--- config.mk ---
export PLATFORM = sky130hd
export DESIGN_NAME = bezier_point_eval
export DESIGN_NICKNAME = d
export VERILOG_FILES = /design/src/rtl/bpe_pkg.sv /design/src/rtl/bezier_point_eval.sv
export SDC_FILE = /design/constraint.sdc
export NUM_CORES = 2
export LEC_CHECK = 0
export BUFFER_PORTS_ARGS = -buffer_cell sky130_fd_sc_hd__buf_4
export CAP_MARGIN = 40
export CORE_AREA = 2 2 451 453
export DETAILED_ROUTE_END_ITERATION = 8
export DIE_AREA = 0 0 453 455
export PLACE_DENSITY = 0.48
export SLEW_MARGIN = 10
export SYNTH_ARGS = -nofsm -noshare
export SYNTH_HDL_FRONTEND = slang
export SYNTH_SLANG_ARGS = --single-unit
--- constraint.sdc ---
create_clock -name clk -period 13.7 [get_ports clk]
set_clock_uncertainty 0.05 [all_clocks]
set_input_delay 1.37 -clock clk [delete_from_list [all_inputs] [get_ports clk]]
set_output_delay 1.37 -clock clk [all_outputs]
set_load 0.02 [all_outputs]
--- src/rtl/bpe_pkg.sv ---
// ----------------------------------------------------------------------------
// Bezier point evaluator package
// Widths, stream packing offsets and point types shared by the evaluator.
// ----------------------------------------------------------------------------
package bpe_pkg;

  localparam int MAX_POINTS  = 8;
  localparam int IDX_BITS    = $clog2(MAX_POINTS);
  localparam int ORDER_BITS  = 3;
  localparam int COORD_BITS  = 16;
  localparam int T_FRAC_BITS = 16;
  localparam int QFRAC       = 16;
  localparam int WORK_BITS   = COORD_BITS + QFRAC;
  // Difference is one bit wider than a working value, t gets a zero sign bit.
  localparam int MUL_BITS    = (WORK_BITS + 1) + (T_FRAC_BITS + 1);

  // Input tdata layout, lowest bit first.
  localparam int IDX_LSB      = 0;
  localparam int PX_LSB       = IDX_LSB + IDX_BITS;
  localparam int PY_LSB       = PX_LSB + COORD_BITS;
  localparam int TF_LSB       = PY_LSB + COORD_BITS;
  localparam int S_USED_BITS  = TF_LSB + T_FRAC_BITS;
  localparam int S_TDATA_BITS = ((S_USED_BITS + 7) / 8) * 8;
  localparam int M_TDATA_BITS = ((2 * COORD_BITS + 7) / 8) * 8;

  typedef enum logic {
    CMD_LOAD = 1'b0,
    CMD_EVAL = 1'b1
  } cmd_t;

  typedef logic signed [COORD_BITS-1:0]  coord_t;
  typedef logic signed [WORK_BITS-1:0]   work_t;
  typedef logic        [IDX_BITS-1:0]    idx_t;
  typedef logic        [ORDER_BITS-1:0]  order_t;
  typedef logic        [T_FRAC_BITS-1:0] tfrac_t;

  typedef struct packed {
    coord_t y;
    coord_t x;
  } ctrl_point_t;

  typedef struct packed {
    work_t y;
    work_t x;
  } work_point_t;

endpackage

--- src/rtl/bezier_point_eval.sv ---
// ----------------------------------------------------------------------------
// Bezier point evaluator
// De Casteljau evaluation of a 2-D Bezier curve on one shared interpolator.
// ----------------------------------------------------------------------------
// A load transfer (tuser = 0) writes one control point. An evaluate
// transfer (tuser = 1) runs the de Casteljau triangle for the current
// order on Q16.16 values and returns the integer part of the curve point
// as one output transfer. All interpolations share one multiplier that
// takes x and y in turn, so each step has an x pass and a y pass; each
// level adds a start and a flush state, and a final start state reads out
// the answer once the output register is free. The input is not ready
// while an evaluate runs. The result sits in an output register, so the
// next transfer can be accepted while it waits to be taken.
module bezier_point_eval (
  input  logic                            clk,
  input  logic                            rst,
  input  logic                            cfg_we,
  input  logic [bpe_pkg::ORDER_BITS-1:0]  cfg_wdata,     // bezier_order
  input  logic                            s_axis_tvalid,
  output logic                            s_axis_tready,
  // point_index, point_x, point_y, t_frac, zero pad
  input  logic [bpe_pkg::S_TDATA_BITS-1:0] s_axis_tdata,
  input  logic                            s_axis_tuser,  // cmd
  output logic                            m_axis_tvalid,
  input  logic                            m_axis_tready,
  // result_x, result_y
  output logic [bpe_pkg::M_TDATA_BITS-1:0] m_axis_tdata
);
  import bpe_pkg::*;

  typedef enum logic [2:0] {
    ST_IDLE,
    ST_START,
    ST_MULX,
    ST_MULY,
    ST_FLUSH
  } state_t;

  state_t state;
  order_t bezier_order;
  order_t ord;
  order_t level;
  idx_t   step;
  tfrac_t t_reg;

  ctrl_point_t ctrl_mem [MAX_POINTS];
  work_point_t work_mem [MAX_POINTS];

  work_point_t p;
  work_point_t q_hold;
  work_t       py_old;
  work_t       nx;
  logic signed [MUL_BITS-1:0] prod;

  logic        in_xfer;
  logic        out_free;
  logic        emit;
  order_t      len;
  idx_t        step_inc;
  idx_t        rd_addr;
  ctrl_point_t ctrl_rd;
  work_point_t src;
  logic signed [WORK_BITS:0]     mul_a;
  logic signed [T_FRAC_BITS:0]   mul_b;
  logic signed [MUL_BITS-1:0]    mul_res;
  work_t       add_a;
  work_t       sum;
  logic        wr_en;
  idx_t        wr_addr;

  assign s_axis_tready = (state == ST_IDLE);
  assign in_xfer       = s_axis_tvalid && s_axis_tready;
  assign out_free      = !m_axis_tvalid || m_axis_tready;
  assign emit          = (state == ST_START) && (level == ord) && out_free;
  assign len           = ord - level;
  assign step_inc      = step + 1'b1;

  // Level zero interpolates straight from the control points.
  assign rd_addr = (state == ST_MULX) ? step_inc : '0;
  assign ctrl_rd = ctrl_mem[rd_addr];
  always_comb begin
    if (level == '0) begin
      src.x = {ctrl_rd.x, {QFRAC{1'b0}}};
      src.y = {ctrl_rd.y, {QFRAC{1'b0}}};
    end else begin
      src = work_mem[rd_addr];
    end
  end

  always_comb begin
    if (state == ST_MULY) begin
      mul_a = {q_hold.y[WORK_BITS-1], q_hold.y} - {p.y[WORK_BITS-1], p.y};
    end else begin
      mul_a = {src.x[WORK_BITS-1], src.x} - {p.x[WORK_BITS-1], p.x};
    end
  end
  assign mul_b   = signed'({1'b0, t_reg});
  assign mul_res = mul_a * mul_b;

  // The new point lies between p and q, so the sum fits in a working value.
  assign add_a = (state == ST_MULY) ? p.x : py_old;
  assign sum   = add_a + prod[QFRAC +: WORK_BITS];

  // The finished y of the previous step is retired while the next x starts.
  assign wr_en   = (state == ST_FLUSH) || ((state == ST_MULX) && (step != '0));
  assign wr_addr = step - 1'b1;

  always_ff @(posedge clk) begin
    if (in_xfer && (cmd_t'(s_axis_tuser) == CMD_LOAD)) begin
      ctrl_mem[s_axis_tdata[IDX_LSB +: IDX_BITS]] <=
        '{y: s_axis_tdata[PY_LSB +: COORD_BITS], x: s_axis_tdata[PX_LSB +: COORD_BITS]};
    end
    if (wr_en) begin
      work_mem[wr_addr] <= '{y: sum, x: nx};
    end
  end

  always_ff @(posedge clk) begin
    if (rst) begin
      state         <= ST_IDLE;
      bezier_order  <= order_t'(1);
      ord           <= '0;
      level         <= '0;
      step          <= '0;
      m_axis_tvalid <= 1'b0;
    end else begin
      if (cfg_we) begin
        bezier_order <= cfg_wdata;
      end
      if (m_axis_tvalid && m_axis_tready && !emit) begin
        m_axis_tvalid <= 1'b0;
      end
      unique case (state)
        ST_IDLE: begin
          if (in_xfer && (cmd_t'(s_axis_tuser) == CMD_EVAL)) begin
            t_reg <= s_axis_tdata[TF_LSB +: T_FRAC_BITS];
            ord   <= bezier_order;
            level <= '0;
            state <= ST_START;
          end
        end
        ST_START: begin
          if (level == ord) begin
            if (out_free) begin
              m_axis_tdata  <= {src.y[WORK_BITS-1 -: COORD_BITS],
                                src.x[WORK_BITS-1 -: COORD_BITS]};
              m_axis_tvalid <= 1'b1;
              state         <= ST_IDLE;
            end
          end else begin
            p     <= src;
            step  <= '0;
            state <= ST_MULX;
          end
        end
        ST_MULX: begin
          prod   <= mul_res;
          q_hold <= src;
          state  <= ST_MULY;
        end
        ST_MULY: begin
          prod   <= mul_res;
          nx     <= sum;
          py_old <= p.y;
          p      <= q_hold;
          step   <= step_inc;
          state  <= (step_inc == len) ? ST_FLUSH : ST_MULX;
        end
        ST_FLUSH: begin
          level <= level + 1'b1;
          state <= ST_START;
        end
        default: begin
          state <= ST_IDLE;
        end
      endcase
    end
  end

  // A result only appears at the end of the start-of-level readout.
  a_result_from_readout: assert property (@(posedge clk) disable iff (rst)
    $rose(m_axis_tvalid) |-> $past(state == ST_START) && $past(level == ord))
    else $error("output became valid outside the final readout");

  // The triangle never runs past the configured degree.
  a_level_bound: assert property (@(posedge clk) disable iff (rst)
    (state == ST_MULX || state == ST_MULY || state == ST_FLUSH) |-> (level < ord))
    else $error("interpolation level beyond curve order");

  // Every issued step belongs to the current level.
  a_step_bound: assert property (@(posedge clk) disable iff (rst)
    (state == ST_MULX) |-> (step < len))
    else $error("interpolation step beyond level length");

endmodule

==> results.ini <==
[outcome]
outcome = completed

[sta]
tns_ns = 0
hold_viol_final = 0
drv_slew = 0
fin_crit_ns = 12.32
maxSlewHeadroom_pct = 37.5
setup_viol = 0
max_freq_mhz = 81.2
layout_worst_path_cycle_share_pct = 89.9
whs_ns = 0.397
tightest_slew_ns = 0.931
rsz0062_at_grt = no

[global_routing]
grt_max_degree = 110
gr-total-overflow = 0
grt_pass1_wl_mm = 258
grt_use_total_pct = 16.5
grt_antenna_before_repair = 3
grt_pass1_vias = 40400

[synth]
ys_types = 81
synth_seq_cells = 1056
seq_area_frac_synth_pct = 50.9
synth_fp_nets = 5884
netlist_area_mm2 = 0.0620
synth_flop_cell = edfxtp_1
yosys_warnings = 0
syn_inst = 5112
async_flop_share_pct = 0
syn_area_per_cell_um2 = 12.1
synth_edf_count = 1040

[floorplan]
io_pins = 99
rows = 165
die_width_um = 453
initial_core_util_pct = 30.8
fp.dieArea_mm2 = 0.206
die_h_um = 455
coreArea_mm2 = 0.201

[power_and_ir_drop]
power_density_mw_per_mm2 = 173
ir_drop_mv = 0.175
finalPower_w = 0.0121
p_leak_nw = 27.3

[layout]
nNetsFinal = 5992
largest_register_ffs = 512
drive_above_1_share_pct = 9.78
syn2layout_area_growth_pct = 13.3
regMostFlops = work_mem
antennaDiodeCount = 0
n_fill_cell = 19894
fin_cells = 7989

[setup_path]
critPathRequiredTime_ns = 14.08
path_class = flop to flop
crit_arrival_ns = 12.69
slowest_stage = dfxtp_1
worst_path_most_repeated_cell = fa_1
worst-path-buf-inv = 6
critPathLaunchType = flop
slowest_delay_ns = 0.77
cp_max_fo = 109
crit_family = adder cells
crit_path_end_kind = flop

[clocking]
cts_sinks = 1056
cts_tree = done
cts_buffers = 109
worstSkewPairLatency_ns = 0.79
hold_buffers = 0
clockBufferDepth = 3
cts_max_level = 3
clockRootBuffer = clkbuf_16
cts_resized = 0
cts_setup_buffers = 0
clk_pin_slew_ns = 0.06

[detailed_routing]
final_antenna_net_count = 0
first_pass_iters = 5
wl_per_cell_um = 21.2
drcViolationCount = 0
vias = 38716
via_per_inst = 4.85
drt_iter0_drc = 2730
routed_wl_mm = 169

[placed_design]
placed_cells = 7779
gp_congestion = 0.819
io_buffers = 93
place_hpwl_mm = 112

[run]
cap_violations = 0

[hold_path]
hp-class = flop to flop

## cells in the final DEF (no fill, tap or decap), drive strengths merged, types with 128 or more instances in the layout
cell,instances
ha,219
fa,488
edfxtp,1040
inv,699
and2,220
a21oi,243
o21ai,128
nand2,737
nor2,181
buf,243
clkbuf,136
## where the power goes
part	switching, W	leakage [nW]	internal, W
clock network	0.00132	1.75	0.00167
logic	0.00300	16.0	0.00224
registers	0.0000157	9.50	0.00390
total	0.00433	27.3	0.00781
## synth_stat cells (all sizes together), types with 9 or more instances
library cell  instances  area share (%)
nand2b               28            0.28
edfxtp             1040              50
dfxtp                16            0.52
o22ai                74            0.75
and2                220             2.2
nand2               737             4.5
a21oi               243             2.0
nand3                25            0.20
a221oi               63            0.89
nand4                12            0.12
xnor2                83             1.2
a21o                 52            0.63
a211oi               26            0.35
o21a                 26            0.31
nor3                 79            0.65
inv                 696             4.2
a211o                10            0.14
a221o                56            0.90
nor2                181             1.1
a311oi               56            0.79
ha                  219             4.4
xor2                 51            0.72
fa                  488              16
o21ai               128             1.0
o21bai               16            0.19
buf                  46            0.36
nor2b                37            0.37
mux2i                15            0.29
a31oi                32            0.35
mux4                 45             1.6
o211ai                9            0.11
and3                 11            0.11
clkbuf              201             1.2
o31ai                12            0.16
## metal layers
layer	GRT usage (%)	part of all wire (%)	vias up
met1	23.6	47	19896
met2	26.6	46	794
met4	3.69	2.1	2
met3	2.12	4.5	197
li1	-	-	17827
met5	0	0.0077	-
## cells by family after synthesis
logic type / Yosys count / share of synthesized area (%)
xor+xnor: 135 / 1.93
fa+ha+maj: 709 / 20.2
mux: 60 / 1.92
simple gates: 1366 / 9.95
compound gates: 843 / 9.28
buf+inv: 943 / 5.79
flops: 1056 / 50.9
## layout make-up
| class | count | area [um^2] | share of cell area, % |
|---|---|---|---|
| sequential | 1056 | 31600 | 44.9 |
| inverter | 696 | 2610 | 3.72 |
| clock buffer | 135 | 2880 | 4.09 |
| multi-input combinational | 3113 | 27100 | 38.6 |
| clock inverter | 73 | 743 | 1.06 |
| timing repair buffer | 244 | 2000 | 2.85 |
| tap | 2672 | 3340 | 4.76 |
## through the flow
stage / util (%) / worst slack, ns / cell area (um^2)
after detailed placement: 33.1 / 1.36 / 66600
after floorplan: - / 2.85 / 62000
after global routing: 34.9 / 0.652 / 70200
after CTS: 34.9 / 1.24 / 70200
final: 34.9 / 1.38 / 70200
after global placement: 32.9 / 1.15 / 66200
## final timing paths
check	from	to	slack, ns	cells after the start
worst min register to register	p[39]$_DFFE_PP_	py_old[7]$_DFFE_PP_	0.40	0
worst max register to register	state[1]$_SDFFE_PP0P_	prod[47]$_DFFE_PP_	1.38	38
worst max-delay path	state[1]$_SDFFE_PP0P_	prod[47]$_DFFE_PP_	1.38	38
worst min-delay path	p[39]$_DFFE_PP_	py_old[7]$_DFFE_PP_	0.40	0
No activity file was read; power rests on OpenSTA's default activity.
